<file path="src/rtl/wsd_pkg.sv">
`timescale 1ns / 1ps
`default_nettype none
// ----------------------------------------------------------------------------
// WebSocket deframer package
// Shared types and constants for the frame parser, queue and output stage.
// ----------------------------------------------------------------------------
package wsd_pkg;

  typedef enum logic [2:0] {
    PH_HEAD0  = 3'd0,
    PH_HEAD1  = 3'd1,
    PH_EXT16  = 3'd2,
    PH_EXT64  = 3'd3,
    PH_MASK   = 3'd4,
    PH_DATA   = 3'd5,
    PH_CLOSED = 3'd6
  } phase_e;

  typedef enum logic [1:0] {
    KIND_DATA  = 2'd0,
    KIND_EMPTY = 2'd1,
    KIND_CLOSE = 2'd2
  } kind_e;

  localparam logic [3:0] OPCODE_CLOSE = 4'd8;
  localparam logic [6:0] LEN_EXT16    = 7'd126;
  localparam logic [6:0] LEN_EXT64    = 7'd127;
  localparam logic [2:0] EXT16_BYTES  = 3'd2;
  localparam logic [2:0] EXT64_LAST   = 3'd7;
  localparam logic [2:0] MASK_BYTES   = 3'd4;

  localparam logic [1:0] QUEUE_DEPTH  = 2'd2;

  typedef struct packed {
    kind_e      kind;
    logic [7:0] data;
    logic [7:0] mask;
    logic       last;
    logic [3:0] opcode;
  } entry_t;

endpackage
`default_nettype wire

</file>
<file path="src/rtl/wsd_in_if.sv">
`timescale 1ns / 1ps
`default_nettype none
// ----------------------------------------------------------------------------
// WebSocket deframer receive byte channel
// Valid/ready channel carrying one received byte per transaction.
// ----------------------------------------------------------------------------
interface wsd_in_if;
  logic       valid;
  logic       ready;
  logic [7:0] rx_byte;

  modport source (output valid, output rx_byte, input ready);
  modport sink (input valid, input rx_byte, output ready);
endinterface
`default_nettype wire

</file>
<file path="src/rtl/wsd_out_if.sv">
`timescale 1ns / 1ps
`default_nettype none
// ----------------------------------------------------------------------------
// WebSocket deframer result channel
// Valid/ready channel carrying one deframed result per transaction.
// ----------------------------------------------------------------------------
interface wsd_out_if;
  logic       valid;
  logic       ready;
  logic [1:0] frame_kind;
  logic [7:0] data_byte;
  logic       message_last;
  logic [3:0] frame_opcode;

  modport source (output valid, output frame_kind, output data_byte,
                  output message_last, output frame_opcode, input ready);
  modport sink (input valid, input frame_kind, input data_byte,
                input message_last, input frame_opcode, output ready);
endinterface
`default_nettype wire

</file>
<file path="src/rtl/wsd_front.sv">
`timescale 1ns / 1ps
`default_nettype none
// ----------------------------------------------------------------------------
// WebSocket deframer front end
// Parses frame headers, tracks length and mask position, and pushes one
// classified entry per result into the queue.
// ----------------------------------------------------------------------------
module wsd_front (
  input  wire logic            clk_i,
  input  wire logic            rst_ni,
  input  wire logic            in_valid_i,
  input  wire logic [7:0]      rx_byte_i,
  output logic                 in_ready_o,
  input  wire logic            q_full_i,
  output logic                 push_o,
  output wsd_pkg::entry_t      entry_o
);

  wsd_pkg::phase_e phase_q, phase_d;
  logic [3:0]      opcode_q, opcode_d;
  logic [63:0]     len_q, len_d;
  logic [2:0]      cnt_q, cnt_d;
  logic [31:0]     key_q, key_d;
  logic [1:0]      idx_q, idx_d;
  logic            accept;
  logic [2:0]      cnt_inc;

  assign in_ready_o = !q_full_i;
  assign accept     = in_valid_i && in_ready_o;
  assign cnt_inc    = cnt_q + 3'd1;

  always_ff @(posedge clk_i or negedge rst_ni) begin
    if (!rst_ni) begin
      phase_q  <= wsd_pkg::PH_HEAD0;
      opcode_q <= '0;
      len_q    <= '0;
      cnt_q    <= '0;
      key_q    <= '0;
      idx_q    <= '0;
    end else begin
      phase_q  <= phase_d;
      opcode_q <= opcode_d;
      len_q    <= len_d;
      cnt_q    <= cnt_d;
      key_q    <= key_d;
      idx_q    <= idx_d;
    end
  end

  always_comb begin
    phase_d        = phase_q;
    opcode_d       = opcode_q;
    len_d          = len_q;
    cnt_d          = cnt_q;
    key_d          = key_q;
    idx_d          = idx_q;
    push_o         = 1'b0;
    entry_o.kind   = wsd_pkg::KIND_DATA;
    entry_o.data   = '0;
    entry_o.mask   = '0;
    entry_o.last   = 1'b0;
    entry_o.opcode = opcode_q;
    if (accept) begin
      unique case (phase_q)
        wsd_pkg::PH_HEAD1: begin
          if (opcode_q == wsd_pkg::OPCODE_CLOSE) begin
            phase_d      = wsd_pkg::PH_CLOSED;
            push_o       = 1'b1;
            entry_o.kind = wsd_pkg::KIND_CLOSE;
          end else begin
            len_d = '0;
            cnt_d = '0;
            if (rx_byte_i[6:0] == wsd_pkg::LEN_EXT16) begin
              phase_d = wsd_pkg::PH_EXT16;
            end else if (rx_byte_i[6:0] == wsd_pkg::LEN_EXT64) begin
              phase_d = wsd_pkg::PH_EXT64;
            end else begin
              len_d   = {57'd0, rx_byte_i[6:0]};
              phase_d = wsd_pkg::PH_MASK;
            end
          end
        end
        wsd_pkg::PH_EXT16: begin
          len_d = {len_q[55:0], rx_byte_i};
          cnt_d = cnt_inc;
          if (cnt_inc == wsd_pkg::EXT16_BYTES) begin
            cnt_d   = '0;
            phase_d = wsd_pkg::PH_MASK;
          end
        end
        wsd_pkg::PH_EXT64: begin
          len_d = {len_q[55:0], rx_byte_i};
          if (cnt_q == wsd_pkg::EXT64_LAST) begin
            cnt_d   = '0;
            phase_d = wsd_pkg::PH_MASK;
          end else begin
            cnt_d = cnt_inc;
          end
        end
        wsd_pkg::PH_MASK: begin
          key_d = {key_q[23:0], rx_byte_i};
          cnt_d = cnt_inc;
          if (cnt_inc == wsd_pkg::MASK_BYTES) begin
            cnt_d = '0;
            idx_d = '0;
            if (len_q == 64'd0) begin
              phase_d      = wsd_pkg::PH_HEAD0;
              push_o       = 1'b1;
              entry_o.kind = wsd_pkg::KIND_EMPTY;
              entry_o.last = 1'b1;
            end else begin
              phase_d = wsd_pkg::PH_DATA;
            end
          end
        end
        wsd_pkg::PH_DATA: begin
          len_d        = len_q - 64'd1;
          idx_d        = idx_q + 2'd1;
          push_o       = 1'b1;
          entry_o.data = rx_byte_i;
          entry_o.mask = key_q[{~idx_q, 3'b000} +: 8];
          entry_o.last = (len_q == 64'd1);
          if (len_q == 64'd1) begin
            phase_d = wsd_pkg::PH_HEAD0;
          end
        end
        wsd_pkg::PH_CLOSED: begin
          phase_d = wsd_pkg::PH_CLOSED;
        end
        default: begin
          opcode_d = rx_byte_i[3:0];
          phase_d  = wsd_pkg::PH_HEAD1;
        end
      endcase
    end
  end

  a_closed_sticky: assert property (@(posedge clk_i) disable iff (!rst_ni)
    phase_q == wsd_pkg::PH_CLOSED |=> phase_q == wsd_pkg::PH_CLOSED)
    else $error("front left the closed state");

  a_data_starts_at_zero: assert property (@(posedge clk_i) disable iff (!rst_ni)
    (phase_q != wsd_pkg::PH_DATA) ##1 (phase_q == wsd_pkg::PH_DATA) |->
    (idx_q == 2'd0 && len_q != 64'd0))
    else $error("payload started with a stale index or zero length");

endmodule
`default_nettype wire

</file>
<file path="src/rtl/wsd_queue.sv">
`timescale 1ns / 1ps
`default_nettype none
// ----------------------------------------------------------------------------
// WebSocket deframer entry queue
// Two-entry FIFO between the header parser and the output stage.
// ----------------------------------------------------------------------------
module wsd_queue (
  input  wire logic             clk_i,
  input  wire logic             rst_ni,
  input  wire logic             push_i,
  input  wire wsd_pkg::entry_t  entry_i,
  input  wire logic             pop_i,
  output wsd_pkg::entry_t       head_o,
  output logic                  empty_o,
  output logic                  full_o
);

  wsd_pkg::entry_t mem_q [2];
  logic            wr_ptr_q, wr_ptr_d;
  logic            rd_ptr_q, rd_ptr_d;
  logic [1:0]      count_q, count_d;

  assign empty_o = (count_q == 2'd0);
  assign full_o  = (count_q == wsd_pkg::QUEUE_DEPTH);
  assign head_o  = mem_q[rd_ptr_q];

  always_comb begin
    wr_ptr_d = push_i ? !wr_ptr_q : wr_ptr_q;
    rd_ptr_d = pop_i ? !rd_ptr_q : rd_ptr_q;
    count_d  = count_q + {1'b0, push_i} - {1'b0, pop_i};
  end

  always_ff @(posedge clk_i or negedge rst_ni) begin
    if (!rst_ni) begin
      wr_ptr_q <= 1'b0;
      rd_ptr_q <= 1'b0;
      count_q  <= '0;
    end else begin
      wr_ptr_q <= wr_ptr_d;
      rd_ptr_q <= rd_ptr_d;
      count_q  <= count_d;
    end
  end

  always_ff @(posedge clk_i) begin
    if (push_i) begin
      mem_q[wr_ptr_q] <= entry_i;
    end
  end

  a_count_bound: assert property (@(posedge clk_i) disable iff (!rst_ni)
    count_q <= wsd_pkg::QUEUE_DEPTH)
    else $error("queue count out of range");

  a_no_overflow: assert property (@(posedge clk_i) disable iff (!rst_ni)
    push_i |-> !full_o)
    else $error("push into a full queue");

  a_no_underflow: assert property (@(posedge clk_i) disable iff (!rst_ni)
    pop_i |-> !empty_o)
    else $error("pop from an empty queue");

endmodule
`default_nettype wire

</file>
<file path="src/rtl/wsd_back.sv">
`timescale 1ns / 1ps
`default_nettype none
// ----------------------------------------------------------------------------
// WebSocket deframer output stage
// Pops queue entries, unmasks payload bytes and holds the result register.
// ----------------------------------------------------------------------------
module wsd_back (
  input  wire logic             clk_i,
  input  wire logic             rst_ni,
  input  wire wsd_pkg::entry_t  head_i,
  input  wire logic             empty_i,
  output logic                  pop_o,
  output logic                  out_valid_o,
  input  wire logic             out_ready_i,
  output logic [1:0]            frame_kind_o,
  output logic [7:0]            data_byte_o,
  output logic                  message_last_o,
  output logic [3:0]            frame_opcode_o
);

  logic       valid_q, valid_d;
  logic [1:0] kind_q;
  logic [7:0] data_q;
  logic       last_q;
  logic [3:0] opcode_q;

  assign pop_o   = !empty_i && (!valid_q || out_ready_i);
  assign valid_d = pop_o || (valid_q && !out_ready_i);

  always_ff @(posedge clk_i or negedge rst_ni) begin
    if (!rst_ni) begin
      valid_q <= 1'b0;
    end else begin
      valid_q <= valid_d;
    end
  end

  always_ff @(posedge clk_i) begin
    if (pop_o) begin
      kind_q   <= head_i.kind;
      data_q   <= head_i.data ^ head_i.mask;
      last_q   <= head_i.last;
      opcode_q <= head_i.opcode;
    end
  end

  assign out_valid_o    = valid_q;
  assign frame_kind_o   = kind_q;
  assign data_byte_o    = data_q;
  assign message_last_o = last_q;
  assign frame_opcode_o = opcode_q;

endmodule
`default_nettype wire

</file>
<file path="src/rtl/websocket_frame_deframer_core.sv">
`timescale 1ns / 1ps
`default_nettype none
// ----------------------------------------------------------------------------
// WebSocket frame deframer
// Takes the client-to-server byte stream on in_i, one byte per transaction,
// and returns unmasked payload bytes, empty-message marks and a close mark on
// out_o. Header, length and mask bytes produce no result; a close frame
// produces one close result, after which all bytes are consumed silently
// until reset.
// The header parser classifies each byte in the cycle it is accepted and
// writes any result into a two-entry queue; the output stage unmasks the
// payload byte into the output register. A result is registered first in the
// queue and then in the output register. The block sustains one byte per
// cycle while the queue is not full; when the receiver stalls, the output
// register holds its result and the queue absorbs up to two more results
// before in_i.ready drops. Reset clears the parser to expect a new frame
// header and empties the queue and the output register.
// ----------------------------------------------------------------------------
module websocket_frame_deframer_core (
  input  wire logic clk_i,
  input  wire logic rst_ni,
  wsd_in_if.sink    in_i,
  wsd_out_if.source out_o
);

  logic            q_full;
  logic            q_empty;
  logic            push;
  logic            pop;
  wsd_pkg::entry_t push_entry;
  wsd_pkg::entry_t head_entry;

  wsd_front u_front (
    .clk_i      (clk_i),
    .rst_ni     (rst_ni),
    .in_valid_i (in_i.valid),
    .rx_byte_i  (in_i.rx_byte),
    .in_ready_o (in_i.ready),
    .q_full_i   (q_full),
    .push_o     (push),
    .entry_o    (push_entry)
  );

  wsd_queue u_queue (
    .clk_i   (clk_i),
    .rst_ni  (rst_ni),
    .push_i  (push),
    .entry_i (push_entry),
    .pop_i   (pop),
    .head_o  (head_entry),
    .empty_o (q_empty),
    .full_o  (q_full)
  );

  wsd_back u_back (
    .clk_i          (clk_i),
    .rst_ni         (rst_ni),
    .head_i         (head_entry),
    .empty_i        (q_empty),
    .pop_o          (pop),
    .out_valid_o    (out_o.valid),
    .out_ready_i    (out_o.ready),
    .frame_kind_o   (out_o.frame_kind),
    .data_byte_o    (out_o.data_byte),
    .message_last_o (out_o.message_last),
    .frame_opcode_o (out_o.frame_opcode)
  );

endmodule
`default_nettype wire
</file>
<file path="src/flat_wrapper.sv">
// flat-port wrapper written by rule: the top's interface ports become plain ports
module websocket_frame_deframer_core_flat 
  (clk_i, rst_ni, in_i_valid, in_i_rx_byte, in_i_ready, out_o_valid, out_o_frame_kind, out_o_data_byte, out_o_message_last, out_o_frame_opcode, out_o_ready);
  wsd_in_if in_i_i ();
  wsd_out_if out_o_i ();
  input  wire logic clk_i;
  input  wire logic rst_ni;
  input wire logic [$bits(in_i_i.valid)-1:0] in_i_valid;
  input wire logic [$bits(in_i_i.rx_byte)-1:0] in_i_rx_byte;
  output wire logic [$bits(in_i_i.ready)-1:0] in_i_ready;
  output wire logic [$bits(out_o_i.valid)-1:0] out_o_valid;
  output wire logic [$bits(out_o_i.frame_kind)-1:0] out_o_frame_kind;
  output wire logic [$bits(out_o_i.data_byte)-1:0] out_o_data_byte;
  output wire logic [$bits(out_o_i.message_last)-1:0] out_o_message_last;
  output wire logic [$bits(out_o_i.frame_opcode)-1:0] out_o_frame_opcode;
  input wire logic [$bits(out_o_i.ready)-1:0] out_o_ready;
  assign in_i_i.valid = in_i_valid;
  assign in_i_i.rx_byte = in_i_rx_byte;
  assign in_i_ready = in_i_i.ready;
  assign out_o_valid = out_o_i.valid;
  assign out_o_frame_kind = out_o_i.frame_kind;
  assign out_o_data_byte = out_o_i.data_byte;
  assign out_o_message_last = out_o_i.message_last;
  assign out_o_frame_opcode = out_o_i.frame_opcode;
  assign out_o_i.ready = out_o_ready;
  websocket_frame_deframer_core u_core (.clk_i(clk_i), .rst_ni(rst_ni), .in_i(in_i_i), .out_o(out_o_i));
endmodule
</file>
<file path="config.mk">
export PLATFORM = sky130hd
export DESIGN_NAME = websocket_frame_deframer_core_flat
export DESIGN_NICKNAME = d
export VERILOG_FILES = /design/src/rtl/wsd_pkg.sv /design/src/rtl/wsd_in_if.sv /design/src/rtl/wsd_out_if.sv /design/src/rtl/wsd_front.sv /design/src/rtl/wsd_queue.sv /design/src/rtl/wsd_back.sv /design/src/rtl/websocket_frame_deframer_core.sv /design/src/flat_wrapper.sv
export SDC_FILE = /design/constraint.sdc
export NUM_CORES = 1
export LEC_CHECK = 0
export BUFFER_PORTS_ARGS = -buffer_cell sky130_fd_sc_hd__buf_4
export CORE_MARGIN = 4
export CORE_UTILIZATION = 40
export CTS_CLUSTER_DIAMETER = 150
export DETAILED_ROUTE_END_ITERATION = 8
export PLACE_DENSITY = 0.57
export REMOVE_ABC_BUFFERS = 1
export SLEW_MARGIN = 20
export SYNTH_ARGS = -nofsm -noshare
export SYNTH_HDL_FRONTEND = slang
export SYNTH_SLANG_ARGS = --single-unit
</file>
<file path="constraint.sdc">
create_clock -name clk_i -period 5.96 [get_ports clk_i]
set_input_delay 0 -clock clk_i [delete_from_list [all_inputs] [get_ports clk_i]]
set_output_delay 0 -clock clk_i [all_outputs]
set_load 0.05 [all_outputs]
</file>
==> reports/metrics.json <==
{
  "fraction_of_final_layout_cells_with_drive_strength_greater_than_1": 0.157,
  "viasPerCell": 5.91,
  "drv_slew": 0,
  "synth_edf_count": 61,
  "timing.setup.critical_path_class": "flop to flop",
  "static-leakage-power_nw": 3.90,
  "postCtsResizedCells": 0,
  "post-route-drc-count": 0,
  "worst_pin_slew_ps": 1020,
  "chipHeight_um": 157,
  "cts_tree": "built",
  "vdd.ir_drop.worst_mv": 0.221,
  "syn_inst": 841,
  "powerDensity_nw_per_um2": 528,
  "rsz0062_at_grt": "no",
  "timing.critical_path.from_type": "flop",
  "synth.cell_area_sq_um": 8850,
  "synth-seq-cells": 174,
  "core_area_sq_um": 21800,
  "dp_hpwl_mm": 13.9,
  "critPathRequiredTime_ps": 6030,
  "port_buffers": 28,
  "grt_max_degree": 65,
  "synth_top_cell_area_share": 0.320,
  "gr-usage-all-layers": 0.182,
  "most_frequent_cells_in_the_layout": "sky130_fd_sc_hd__dfrtp_1, sky130_fd_sc_hd__o21ai_0, sky130_fd_sc_hd__nand2_1",
  "ys_async_sr_fraction": 0.649,
  "data_arrival_time_of_the_critical_path_ps": 3710,
  "cts_num_sinks": 174,
  "dr.pass1.iters": 5,
  "clock_tree.htree_level_count": 4,
  "ys_types": 64,
  "num_rows": 54,
  "slew_headroom": 0.320,
  "final_common_cell": "sky130_fd_sc_hd__dfrtp_1",
  "cts_root_buffer": "sky130_fd_sc_hd__clkbuf_16",
  "cts_bufs_inserted": 17,
  "drtIter0Drc": 511,
  "finalHoldViolations": 0,
  "dieWidth_um": 157,
  "holdCritPathClass": "input port to flop",
  "post-route-min-period_ps": 3640,
  "post_drt_wl_per_cell_um": 18.9,
  "ys_dominant_reg_cell": "sky130_fd_sc_hd__dfrtp_1",
  "grt_pass1_wl_mm": 35.7,
  "clk_transition_reported_paths_ps": 80,
  "clock_latency_ps": 440,
  "timing.final.setup_violations": 0,
  "setup.worst_path.end_class": "flop",
  "finClkSkew_ps": 16.9,
  "outcome": "finished, final reports clean",
  "globalRoute.totalOverflow": 0,
  "whs_ps": 195,
  "fmaxAchievable_mhz": 275,
  "die_footprint_sq_um": 24600,
  "synthesis.area_per_instance_sq_um": 10.5,
  "initial_standard_cell_utilization_of_the_core": 0.405,
  "antenna_cells_inserted": 0,
  "max_cap_viol_count": 0,
  "final_net_count": 872,
  "post-route-period-util": 0.611,
  "fin_setup_tns_ps": 0,
  "yosysTopAreaCell": "sky130_fd_sc_hd__dfrtp_1",
  "maximum_fanout_along_the_worst_path": 23,
  "cts_max_path_buffers": 2,
  "wl_mm": 21.5,
  "seq_area_frac_synth": 0.527,
  "area.growth.synth_to_final_pct": 12.8,
  "vias_in_the_first_global_route": 6574,
  "design.portCount": 29,
  "synth.top_cells.by_area": "sky130_fd_sc_hd__dfrtp_1, sky130_fd_sc_hd__edfxtp_1, sky130_fd_sc_hd__mux2_2, sky130_fd_sc_hd__o21ai_0, sky130_fd_sc_hd__nand2_1",
  "yosys_warnings": 0,
  "gpl_congestion": 0.855,
  "grt_antenna_before_repair": 0,
  "route.vias.total": 6744,
  "antenna_violating_nets_post_route": 0
}
[Yosys cell counts (7+ instances only)]
| master | count |
|---|---|
| sky130_fd_sc_hd__a21oi_1 | 40 |
| sky130_fd_sc_hd__a22oi_1 | 16 |
| sky130_fd_sc_hd__a32oi_1 | 18 |
| sky130_fd_sc_hd__and3_1 | 29 |
| sky130_fd_sc_hd__buf_1 | 7 |
| sky130_fd_sc_hd__clkbuf_1 | 44 |
| sky130_fd_sc_hd__dfrtp_1 | 113 |
| sky130_fd_sc_hd__edfxtp_1 | 61 |
| sky130_fd_sc_hd__ha_1 | 11 |
| sky130_fd_sc_hd__inv_1 | 14 |
| sky130_fd_sc_hd__mux2_2 | 43 |
| sky130_fd_sc_hd__mux4_2 | 8 |
| sky130_fd_sc_hd__nand2_1 | 80 |
| sky130_fd_sc_hd__nand3_1 | 20 |
| sky130_fd_sc_hd__nand4_1 | 9 |
| sky130_fd_sc_hd__nor2_1 | 53 |
| sky130_fd_sc_hd__nor3_1 | 31 |
| sky130_fd_sc_hd__nor4_1 | 19 |
| sky130_fd_sc_hd__o211ai_1 | 7 |
| sky130_fd_sc_hd__o21ai_0 | 88 |
| sky130_fd_sc_hd__or3_1 | 12 |
| sky130_fd_sc_hd__xnor2_1 | 11 |
| sky130_fd_sc_hd__xor2_1 | 9 |
[logic make-up (layout without fill, tap and decap cells)]
kind of cell | after synthesis | count (layout) | share of synthesized area
mux | 52 | 52 | 0.0762
simple gates | 297 | 297 | 0.176
xor+xnor | 20 | 20 | 0.0198
fa+ha+maj | 11 | 11 | 0.0156
flops | 174 | 174 | 0.527
buf+inv | 72 | 93 | 0.0330
compound gates | 215 | 215 | 0.152
[layer usage]
layer  GRT usage  routed length, um
met5           0                  0
met4      0.0541                276
met3      0.0326               1020
met2       0.278               9810
met1       0.267              10400
[worst max-delay path, cell delays in order, from the launching register on]
cell and delay, ps:
sky130_fd_sc_hd__dfrtp_1 440, sky130_fd_sc_hd__nor4_2 790, sky130_fd_sc_hd__nand4_1 260, sky130_fd_sc_hd__or3_1 420, sky130_fd_sc_hd__nor3_1 430, sky130_fd_sc_hd__a21oi_1 320
sky130_fd_sc_hd__nor2_4 610
[registers in the layout, indices dropped and copies added (netlist names)]
name,cells
u_core.u_front.phase_q,3
u_core.u_queue.rd_ptr_q,1
u_core.u_queue.wr_ptr_q,1
u_core.u_queue.mem_q,46
u_core.u_front.cnt_q,3
u_core.u_front.len_q,64
u_core.u_front.key_q,32
u_core.u_back.frame_kind_o,2
u_core.u_front.idx_q,2
u_core.u_back.out_valid_o,1
u_core.u_back.frame_opcode_o,4
u_core.u_back.data_byte_o,8
u_core.u_back.message_last_o,1
u_core.u_front.opcode_q,4
u_core.u_queue.count_q,2
[area by class of cell]
class | count | area [sq um]
Clock buffer | 17 | 425
Fill cell | 1998 | 11800
Clock inverter | 15 | 195
Inverter | 14 | 52.6
Timing Repair Buffer | 47 | 378
Tap cell | 280 | 350
Sequential cell | 174 | 4660
Multi-Input combinational cell | 595 | 3920
[timing repair]
action / CTS / global route
hold buffers: 10 / 0
hold endpoints to repair: 100 / 0
setup buffers: 0 / 0
endpoints found under the setup margin: 0 / 0
[stage by stage]
step	utilization	instance area (sq um)	total power, mW	worst slack, ps	std cells
after floorplan	-	8610	3.49	1630	783
after global placement	0.424	9250	4.10	2140	1100
after detailed placement	0.424	9260	4.13	1960	1100
after CTS	0.457	9980	5.30	1940	1142
after global routing	0.457	9980	5.64	1970	1142
final	0.457	9980	5.28	2320	1142
[power by group]
group | internal (mW) | leakage (nW) | switching [mW] | total, mW
Sequential | 1.74 | 2.01 | 0.385 | 2.13
Combinational | 0.748 | 1.60 | 1.25 | 2.00
Clock | 0.579 | 0.298 | 0.569 | 1.15
Total | 3.07 | 3.90 | 2.20 | 5.28
[final timing paths]
check	from	endpoint	slack (ps)	depth (start not counted)
hold reg to reg	u_core.u_queue.count_q[1]	u_core.u_queue.count_q[1]	500	1
max in group asynchronous	rst_ni	u_core.u_front.key_q[4]	4550	3
setup reg to reg	u_core.u_front.len_q[4]	u_core.u_queue.mem_q[0][22]	2320	6
min in group asynchronous	rst_ni	u_core.u_front.len_q[54]	220	2
hold / removal	in_i_valid	u_core.u_queue.mem_q[1][22]	190	3
setup / recovery	u_core.u_front.len_q[4]	u_core.u_queue.mem_q[0][22]	2320	6
(Power assumes the default switching activity.)
